### config.mk
export PLATFORM = sky130hd
export DESIGN_NAME = crse_ram
export DESIGN_NICKNAME = d
export VERILOG_FILES = /design/src/design/crse_ram.sv
export SDC_FILE = /design/constraint.sdc
export NUM_CORES = 2
export LEC_CHECK = 0
export BUFFER_PORTS_ARGS = -buffer_cell sky130_fd_sc_hd__buf_2
export CAP_MARGIN = 20
export CORE_MARGIN = 4
export CORE_UTILIZATION = 67
export DETAILED_ROUTE_END_ITERATION = 8
export PLACE_DENSITY = 0.81
export SETUP_SLACK_MARGIN = 0.05
export SLEW_MARGIN = 25
export SYNTH_ARGS = -nofsm -noshare
export SYNTH_HDL_FRONTEND = slang
export SYNTH_SLANG_ARGS = --single-unit
### constraint.sdc
create_clock -name clk -period 5.3 [get_ports clk]
set_clock_uncertainty 0.1 [all_clocks]
set_input_delay 0.265 -clock clk [delete_from_list [all_inputs] [get_ports clk]]
set_output_delay 0.265 -clock clk [all_outputs]
set_load 0.02 [all_outputs]
### src/design/crse_ram.sv
`timescale 1ns / 1ps
// generic simple dual port ram, one write and one registered read port
// no dependencies

module crse_ram #(
	parameter int WIDTH = 32,
	parameter int DEPTH = 64
) (
	input  logic                     clk,
	input  logic                     we,
	input  logic [$clog2(DEPTH)-1:0] waddr,
	input  logic [WIDTH-1:0]         wdata,
	input  logic                     re,
	input  logic [$clog2(DEPTH)-1:0] raddr,
	output logic [WIDTH-1:0]         rdata
);

	logic [WIDTH-1:0] mem [DEPTH];

	always_ff @(posedge clk) begin
		if (we) begin
			mem[waddr] <= wdata;
		end
		if (re) begin
			rdata <= mem[raddr];
		end
	end

endmodule

# Word-level counts from Yosys, hierarchy flattened
# Memory sizes are Yosys's and may differ from the RTL's. A register that Yosys moved wholly into a read port is not among the register bits.
# Index checks and enable logic that the tools add are counted.
# word_totals
regBits	0
mem_bits_rw	2048
input_bits	47
out_inout_bits	32
wordCells	3
mem_count	1
# memory_table
name	words	width	rd	rd_ports_with_merged_regs	wr	line_no	text
mem	64	32	1	1	1	18	logic [WIDTH-1:0] mem [DEPTH];
# op_classes
mux	2
# ops
operator	count
$mux W1	2

# Longest topological paths before layout
# logic_depth
ltp_word	2
ltp_mapped	10
ltp_nobuf	5

# Worst setup path after synthesis
# Ideal clock, no wire load.
# synth_timing
path_kind	input to register
from	input port waddr[3]
to	memory mem[48][0], enable pin
setup_time_ns	0.461
t_arrival_ns	2.964
required_ns	4.739
setup_slack_ns	1.775
stages	4
n_path_buf	1
cell_sequence	clkbuf_1 nor2b_1 nand4b_1 nor3_1
# synth_lines
item	line_no	text
start, declared	11	input logic [$clog2(DEPTH)-1:0] waddr,
end, declared	18	
# Straight into the memory's write port.

==> metrics.yaml <==
critical_path:
  r2r-start: "mem[16][13]"
  critPathKind: "primary input to flop"
  r2r_cells: 4
  rrSetupSlack_ns: 2.79
  crit_fanout: 67
  cp_data_arrival_time_ns: 3.55
  critPathRequiredTime_ns: 5.71
  r2r-end: "rdata[13]"
  startpoint_type: "primary input"
  crit_path_end_kind: "flop"
yosys:
  yosysWarningCount: 0
  synth-edff-count: 2080
  synthesis.instances: 3324
  synth_area_um2: 78800
  yosysSeqAreaShare_pct: 79.2
  synth_nets: 3371
  synth_cell_types: 33
  synth_ff_type: "edfxtp_1"
  ys_ff_latch: 2080
  postSynthAreaPerCell_um2: 23.7
  async_flop_share_pct: 0
final_layout:
  fin_util_pct: 75.9
  multiInputGateArea_um2: 16000
  post_route_cells_drive_above_1_share_pct: 29.2
  n_fill_cell: 5361
  seqCellArea_um2: 62500
  final_nets: 3614
  syn_to_final_growth_pct: 12.2
global_route:
  grtUsageTotal_pct: 36.8
  antenna_found_initial: 11
  grt_overflow_total: 0
  grt_max_degree: 91
  grt_first_pass_wirelength_mm: 311
  grt_pass1_vias: 40800
route:
  dr.first_iter.drc_count: 7425
  dr_total_vias: 40200
  wl_per_cell_um: 41.9
  first_pass_iters: 8
  drc: 0
  ant_nets: 0
  finalWirelength_mm: 220
  viasPerCell: 7.65
sta:
  max_freq_mhz: 318
  finalCritPeriodShare_pct: 59.2
  worstMarginPinSlew_ns: 1.11
  drv_slew: 0
  finalHoldViolations: 0
  setup_viol: 0
  rsz0062_at_grt: "false"
  finalCriticalPeriod_ns: 3.14
  relSlewSlack_pct: 26.1
  timing.setup.tns_ns: 0
die:
  io_pins: 79
  initial_core_util_pct: 67.7
  core_um2: 117000
  die_h_um: 351
  num_rows: 125
  dieWidth_um: 351
  die_area_um2: 123000
hold_path:
  holdPathEnd: "rdata[0]"
  min-delay-start: "raddr[4]"
  hold_path.class: "primary input to flop"
  whs_path_depth: 4
clock_tree:
  cts_buffers: 192
  cts_max_level: 4
  tritoncts: "yes"
  clock_latency_ns: 0.81
  cts-root-buf: "clkbuf_16"
  cts_buffer_depth: 3
  cts.sinks: 2080
  cts_setup_buffers: 0
  clk_pin_slew_worst_paths_ns: 0.06
  cts_resized: 0
placed_design:
  numPortBuffers: 78
  gp_congestion: 0.813
  dp_hpwl_mm: 111
power:
  irDropWorstVdd_v: 0.000391
  p_leak_nw: 27.6
  power_density_nw_per_um2: 381
flow_run:
  drv_cap: 0
status:
  status: "complete, no violations"
## logic make-up after synthesis
logic type / count (synthesis) / synth area share [%]
buf+inv: 182 / 1.12
simple gates: 223 / 1.26
mux: 637 / 16.7
flops: 2080 / 79.2
compound gates: 202 / 1.67
## placed cells by master (no fill, tap or decap), types with 14 or more instances in the layout
| master | instances |
|---|---|
| a21oi_1 | 62 |
| buf_2 | 42 |
| buf_4 | 135 |
| bufinv_16 | 17 |
| clkbuf_1 | 34 |
| clkbuf_16 | 197 |
| clkinv_1 | 42 |
| clkinv_2 | 38 |
| dlygate4sd3_1 | 32 |
| edfxtp_1 | 2080 |
| mux2i_1 | 93 |
| mux4_2 | 544 |
| nand2_1 | 25 |
| nor2_1 | 74 |
| nor2_4 | 62 |
| nor2b_1 | 14 |
| o221ai_1 | 27 |
| o22ai_1 | 84 |
## report_power, final
| part | internal, mW | total [mW] | switching, mW | leakage [nW] |
|---|---|---|---|---|
| clock | 7.62 | 13.7 | 6.05 | 2.97 |
| combinational | 0.616 | 1.69 | 1.07 | 5.87 |
| sequential | 18.2 | 18.3 | 0.0792 | 18.7 |
## cells in the mapped netlist, drive strengths merged, types with 8 or more instances
master  number  share of area (%)
clkbuf      74               0.35
edfxtp    2080                 79
mux4       544                 16
o221ai      27               0.30
nand2       26               0.12
nor2       137               0.65
nor2b       15               0.12
nand2b       8              0.063
o22ai       84               0.67
mux2i       93                1.2
a21oi       62               0.39
buf        108               0.77
a311oi       8              0.089
a22oi       12               0.11
## registers in the layout, indices dropped and copies added, names as in the netlist
signal,cells
rdata,32
mem,2048
## worst max-delay path, cell delays in order
cell,delay (ns)
buf_8,0.57
buf_12,0.42
buf_4,0.48
mux4_2,0.60
o22ai_1,0.23
nor2_1,0.08
a21oi_1,0.58
nor2_1,0.14
## how the worst max path moves through the flow
stage                         from         end  slack [ns]  cells past startpoint
after global routing      raddr[0]   rdata[12]        2.07                      8
after global placement    raddr[0]   rdata[13]        1.48                      7
after floorplan           waddr[3]  mem[48][0]        1.78                      4
after detailed placement  raddr[0]   rdata[13]        1.46                      7
final                     raddr[0]   rdata[12]        2.16                      8
after CTS                 raddr[0]   rdata[12]        2.21                      8
## final cells by class
class                   count  area share, %
flip-flops and latches   2080           70.6
multi-input cells        1062           18.1
clock buffers             231           5.72
repair buffers            231           2.28
well taps                1524           2.16
clock inverters           118           1.17
diodes                     12         0.0339
## metrics by stage
step	worst slack, ns	instance area, um2	instances	power (mW)	hold WS (ns)
6_report	2.16	88500	5258	33.7	0.0686
5_1_grt	2.07	88400	5246	34.5	0.0621
4_1_cts	2.21	88000	5212	33.6	0.00658
3_5_place_dp	1.46	81900	4863	20.3	0.621
3_3_place_gp	1.48	81800	4858	20.2	0.618
2_1_floorplan	1.78	78800	3324	19.5	0.264
## what timing repair did
action                     CTS  global route
setup endpoints to repair    0             0
hold buffers                 0            32
hold endpoints to repair     0          1934
## per-layer routing
| metal | global-route usage (%) | part of all wire (%) | up-vias |
|---|---|---|---|
| met3 | 9.66 | 14 | 804 |
| met1 | 49.1 | 31 | 20500 |
| li1 | - | - | 14800 |
| met5 | 0 | 0.025 | - |
| met4 | 19.7 | 6.4 | 8 |
| met2 | 57.0 | 48 | 4083 |
(Power assumes the default switching activity.)
