## src/design/crse_pkg.sv

```systemverilog
`timescale 1ns / 1ps
// shared types and constants of the catmull-rom spline evaluator
// no dependencies; imported by every module of the block but crse_ram

package crse_pkg;

	localparam int MAX_POINTS_DEF = 64;
	localparam int COORD_W        = 32;
	localparam int COUNT_W        = 7;
	localparam int INDEX_W        = 6;
	localparam int TIME_W         = 17;
	localparam int FRAC_BITS      = 16;
	// horner accumulator width, holds 2*p1 plus all weighted terms
	localparam int HW             = 40;
	localparam int POINT_W        = 3 * COORD_W;

	localparam logic [COUNT_W-1:0] COUNT_RESET = 7'd4;
	localparam logic [TIME_W-1:0]  T_ONE       = 17'h10000;

	localparam logic MODE_WRITE = 1'b0;
	localparam logic MODE_EVAL  = 1'b1;

	typedef enum logic [2:0] {
		ST_IDLE,
		ST_READ,
		ST_DRAIN,
		ST_COEF,
		ST_HORNER,
		ST_FINISH
	} state_t;

	typedef enum logic [1:0] {
		HS_B,
		HS_A,
		HS_D
	} horner_step_t;

	typedef struct packed {
		logic         shift;
		logic         load_coef;
		logic         step;
		horner_step_t sel;
	} axis_ctrl_t;

endpackage

```

## src/design/crse_axis.sv

```systemverilog
`timescale 1ns / 1ps
// one axis of the evaluator: point window, coefficients, horner iteration
// depends on crse_pkg

module crse_axis import crse_pkg::*; (
	input  logic                      clk,
	input  axis_ctrl_t                ctrl,
	input  logic signed [COORD_W-1:0] rd_data,
	input  logic        [TIME_W-1:0]  t,
	output logic signed [COORD_W-1:0] last_pt,
	output logic signed [COORD_W-1:0] result
);

	localparam int PW = HW + TIME_W + 1;
	localparam logic signed [PW-1:0] HALF_LSB = PW'(1) <<< (FRAC_BITS - 1);
	localparam logic signed [HW:0] SAT_MAX = (HW+1)'(32'sh7fffffff);
	localparam logic signed [HW:0] SAT_MIN = -(HW+1)'(33'sh080000000);

	logic signed [COORD_W-1:0] p0_q, p1_q, p2_q, p3_q;
	logic signed [HW-1:0] a_q, b_q, d_q, h_q;
	logic signed [HW-1:0] e0, e1, e2, e3;
	logic signed [HW-1:0] coef;
	logic signed [PW-1:0] prod, prod_r;
	logic signed [HW:0]   h_inc, h_half;

	assign e0 = HW'(p0_q);
	assign e1 = HW'(p1_q);
	assign e2 = HW'(p2_q);
	assign e3 = HW'(p3_q);

	always_comb begin
		case (ctrl.sel)
			HS_B:    coef = b_q;
			HS_A:    coef = a_q;
			HS_D:    coef = d_q;
			default: coef = d_q;
		endcase
	end

	// round half up: floor((h*t + 0.5) / 1.0)
	assign prod   = h_q * $signed({1'b0, t});
	assign prod_r = (prod + HALF_LSB) >>> FRAC_BITS;

	always_ff @(posedge clk) begin
		if (ctrl.shift) begin
			p0_q <= p1_q;
			p1_q <= p2_q;
			p2_q <= p3_q;
			p3_q <= rd_data;
		end
		if (ctrl.load_coef) begin
			a_q <= e2 - e0;
			b_q <= (e0 <<< 1) - (e1 <<< 2) - e1 + (e2 <<< 2) - e3;
			d_q <= e1 <<< 1;
			h_q <= (e1 <<< 1) + e1 - (e2 <<< 1) - e2 + e3 - e0;
		end else if (ctrl.step) begin
			h_q <= coef + prod_r[HW-1:0];
		end
	end

	assign h_inc  = (HW+1)'(h_q) + (HW+1)'(1);
	assign h_half = h_inc >>> 1;

	always_comb begin
		if (h_half > SAT_MAX) begin
			result = 32'sh7fffffff;
		end else if (h_half < SAT_MIN) begin
			result = 32'sh80000000;
		end else begin
			result = h_half[COORD_W-1:0];
		end
	end

	assign last_pt = p3_q;

endmodule

```

## config.mk

```make
export PLATFORM = sky130hd
export DESIGN_NAME = crse_axis
export DESIGN_NICKNAME = d
export VERILOG_FILES = /design/src/design/crse_pkg.sv /design/src/design/crse_axis.sv
export SDC_FILE = /design/constraint.sdc
export NUM_CORES = 2
export LEC_CHECK = 0
export BUFFER_PORTS_ARGS = -buffer_cell sky130_fd_sc_hd__buf_2
export CAP_MARGIN = 20
export CORE_MARGIN = 10
export CORE_UTILIZATION = 62
export DETAILED_ROUTE_END_ITERATION = 12
export PLACE_DENSITY = 0.85
export REMOVE_ABC_BUFFERS = 1
export SETUP_SLACK_MARGIN = 0.4
export SLEW_MARGIN = 25
export SYNTH_ARGS = -nofsm -noshare
export SYNTH_HDL_FRONTEND = slang
export SYNTH_SLANG_ARGS = --single-unit
```

## constraint.sdc

```tcl
create_clock -name clk -period 25.2 [get_ports clk]
set_clock_uncertainty 0.1 [all_clocks]
set_input_delay 7.56 -clock clk [delete_from_list [all_inputs] [get_ports clk]]
set_output_delay 7.56 -clock clk [all_outputs]
set_load 0.02 [all_outputs]
```

Word level (Yosys, flattened, before mapping). Index checks and enable logic that the tools add are counted.

$add $sub $neg: 13. $mul: 1. Divide/modulo/power cells: 0. $lt $le $gt $ge: 2. Equality and inequality tests: 1. Shift-type cells: 0. Multiplexer cells: 5. Bitwise gates (word level): 0. Reduce and logical (&&, ||, !) cells: 2.

Operator list (number): 40-bit two-way mux (2); 40-bit case mux with 2 select lines (1); 37-bit by 32-bit subtractor with 38-bit output (2); 35-bit by 32-bit subtractor with 36-bit output (2); 32-bit two-way mux (2); 56-bit by 17-bit adder with 56-bit output, second input constant (1); 40-bit by 18-bit multiplier with 56-bit output (1); 40-bit by 2-bit adder with 41-bit output, second input constant (1); 40-bit adder (1); 40-bit by 32-bit greater-than comparator with 1-bit output, second input constant (1); 40-bit by 32-bit less-than comparator with 1-bit output, second input constant (1); 36-bit by 32-bit adder with 37-bit output (1); 36-bit by 34-bit adder with 37-bit output (1); 33-bit by 34-bit subtractor with 35-bit output (1); 34-bit by 33-bit subtractor with 35-bit output (1); 33-bit by 32-bit adder with 34-bit output (1); 32-bit by 32-bit subtractor with 33-bit output (1); 2-bit by 1-bit equality test with 1-bit output, second input constant (1); 2-bit zero test (1); 2-bit nonzero test (1).

Flip-flop bits (word level): 280. Latch bits: 0. RAM bits: 0. Bits in read-only memories: 0. Input bits: 55. Output and inout bits: 64. Word-level logic and storage cells: 32. Memories: 0.

Depth between registers and ports, before layout.
Depth in word-level cells: 6. Gate-level depth with buffers: 38. Gate-level depth less buffers: 36.

Worst setup path before layout. OpenSTA, ideal clock, no wires.

Path kind: input port to flip-flop. Start point: input t[3]. End point: register h_q[38] (data pin). Library setup time: 0.266 ns. Data arrival time: 15.430 ns. Data required time: 24.834 ns. Path slack: 9.405 ns. Stages on the path: 32. Path buffers: 2. Cells stage by stage: clkbuf_1 > clkbuf_1 > nand2_1 > fa_1 > fa_1 > fa_1 > fa_1 > inv_1 > fa_1 > fa_1 > ha_1 > a211oi_1 > o211ai_1 > a211o_1 > o2111ai_2 > a21boi_1 > or2_2 > a21o_1 > a21oi_1 > xnor2_1 > ha_1 > a21oi_1 > o21ai_1 > or4_1 > o211ai_1 > o21ai_1 > a31oi_1 > o21ai_1 > o41a_1 > a31oi_1 > xor2_1 > o21ai_1.

Longest elaborated chain between the ends: 5.

Ends and longest elaborated chain: from (decl) (line crse_axis.sv:9) `input logic [TIME_W-1:0] t,`; 40-bit by 18-bit multiplier with 56-bit output (line crse_axis.sv:41) `assign prod = h_q * $signed({1'b0, t});`; 56-bit by 17-bit adder with 56-bit output (line crse_axis.sv:42) `assign prod_r = (prod + HALF_LSB) >>> FRAC_BITS;`; 40-bit adder (line crse_axis.sv:57) `h_q <= coef + prod_r[HW-1:0];`; 40-bit two-way mux (line crse_axis.sv:56) `end else if (ctrl.step) begin`; 40-bit two-way mux (line crse_axis.sv:51) `if (ctrl.load_coef) begin`; to (signal assigned) (line crse_axis.sv:55) `h_q <= (e1 <<< 1) + e1 - (e2 <<< 1) - e2 + e3 - e0;`; to (signal assigned) (line crse_axis.sv:57); to (decl) (line crse_axis.sv:20) `logic signed [HW-1:0] a_q, b_q, d_q, h_q;`.

No other way between the ends. The select of a mux whose other input is x is not followed. A chain may end at the register's enable or synchronous reset.

Worst setup path after layout. Ends and elaborated chain as after synthesis.

==> metrics.txt <==
status completed; worst skew pair latency 0.58 ns; sequential-to-total area share from yosys stat 0.182; # rows ~100; Reg2Reg Launch Point h_q[10]$_DFFE_PP_; worst reg2reg path depth 31; worst setup path startpoint t[3]; Final Hold Viols 0; fin. max-slew vios 0; maximum clock frequency 60.4 MHz; CTS Buf Count 28; Clk pin slew, worst setup/hold paths 0.06 ns; Crit Path Category in2reg; hpwl dp 83200 um; CP endpoint kind flip-flop; Hold-fix buffers, CTS 0; I/O Pins 119; Syn Inst Count 4459; ys flop type edfxtp_1; most frequent CP cell fa_1; WL final about 110000 um; drt pass-1 iters 7; WL/cell 19.5 um; post-cts sizing count 0; syn_area_per_cell 10.0 sq um; largest net degree at the start of global routing 80; startpoint types input port; vias per inst 5.79; worst setup path end h_q[38]$_DFFE_PP_; setup violators final 0; PortBufs 118; root buffer selected by CTS clkbuf_16; Yosys warnings 0; DR vias 31467; CTS tree yes; commonest non-fill, non-tap cell in the layout inv_1; Starting Density 0.625; Worst Path Required around 25 ns; RSZ-0062 raised after global routing no; slew margin rel. 0.249; vias in the first global route 33947; most frequent cells in the layout 882 x inv_1, 858 x fa_1, 452 x nand2_1; Syn Std Cell Area 44700 sq um; Max Cap Viol 0; layout cells sized above 1 0.0521; H-tree depth 1; filler cell count 5321; CTS sink cnt 271; first-pass GRT wire length roughly 180000 um; Die ar. 83200 sq um; Total GRT Usage 0.265; Critical Path AT ~17 ns; antenna violations before repair 3; max incr delay on CP 0.66 ns; Final nets approximately 5700; clk buf depth 3; min cycle time layout 16.56 ns; FF+latch count, synth 271; gpl congestion ~0.96; Worst-Margin Slew 1.13 ns; Critical Path Fanout Max 40; CORE AREA 71500 sq um; Hold WC Path Type reg2reg; period utilisation layout 0.657; grt total ovfl 0; Area growth syn-to-layout 5.33%; Antenna Cells 0; slowest CP cell buf_2; Die H 288 um; Post-synth EDFFs 271; Die Wd 288 um; Initial DRC Count roughly 2400; Cell Area, Placed 46100 sq um; number of buffers added for setup after CTS 0; Setup TNS Final 0 ns; DRC viols 0; post-synth cell types 75; RR Endpoint h_q[38]$_DFFE_PP_; async set or reset register ratio after synthesis 0; Design Area, Final 47100 sq um; Antenna Nets Post-Route 0; Reg2Reg Setup Slack approximately 15 ns
[worst min path at each step]
stage | startpoint | to | slack, ns | cells past startpoint
final | last_pt[0]$_DFFE_PP_ | p2_q[0]$_DFFE_PP_ | 0.47 | 0
after global routing | p2_q[28]$_DFFE_PP_ | p1_q[28]$_DFFE_PP_ | 0.51 | 0
after CTS | last_pt[0]$_DFFE_PP_ | p2_q[0]$_DFFE_PP_ | 0.48 | 0
after detailed placement | last_pt[0]$_DFFE_PP_ | p2_q[0]$_DFFE_PP_ | 0.46 | 0
after global placement | last_pt[0]$_DFFE_PP_ | p2_q[0]$_DFFE_PP_ | 0.45 | 0
after floorplan | p1_q[31]$_DFFE_PP_ | d_q[32]$_DFFE_PP_ | 0.41 | 0
[cells by family (layout without fill, tap and decap cells)]
family          after synthesis  count (layout)  synth area share
fa+ha+maj                  1176            1176             0.473
simple gates               1135            1135             0.126
buf+inv                    1066            1096            0.0896
compound gates              570             570            0.0810
flops                       271             271             0.182
xor+xnor                    203             203            0.0398
mux                          38              38           0.00857
[final cells by class]
class                      instances  area [sq um]  area share
multi-input combinational       3122         32500       0.691
sequential                       271          8140       0.173
inverter                         882          3310      0.0703
tap                              950          1190      0.0253
timing repair buffer             162           933      0.0198
clock buffer                      33           741      0.0157
clock inverter                    19           211     0.00449
[registers in the layout, summed over array words and instances, names as in the netlist]
name,flops
a_q,33
last_pt,32
h_q,40
p0_q,32
p1_q,32
p2_q,32
b_q,38
d_q,32
[Yosys cell counts, types with 88 or more instances]
master,count,area [sq um]
xnor2_1,115,1010
xor2_1,88,771
a21oi_1,154,771
ha_1,318,3980
o21ai_0,104,521
fa_1,858,17200
nor2_1,118,443
inv_1,882,3310
and2_1,362,2260
nand2_1,452,1700
clkbuf_1,178,668
edfxtp_1,271,8140
[critical path, delay by kind of cell]
kind / cells / cell delay [ns]
adders and majority gates: 8 / 3.46
AOI/OAI and AO/OA: 16 / 3.44
and+or+nand+nor: 3 / 1.07
buffers and inverters: 5 / 0.87
xor gates and xnor gates: 2 / 0.30
[per-stage QoR]
step                      hold slack [ns]  utilization  setup WS [ns]  cells
final                               0.472        0.658           8.64   5439
after detailed placement            0.464        0.645           8.12   5387
after global routing                0.506        0.658           8.12   5439
after floorplan                     0.414            -           9.68   4275
after CTS                           0.477        0.658           8.71   5439
after global placement              0.455        0.645           8.32   5387
[per-layer routing]
layer  up-vias  track usage  routed length [um]
li1      13936            -                   -
met1     15748        0.354               42100
met2      1545        0.428               50000
met3       234       0.0594               10900
met4         4       0.0819                3310
met5         -            0                  27
Power is left out: the tool's default activity adds up to more than one toggle a clock period on the data nets, which glitch-free logic cannot reach.
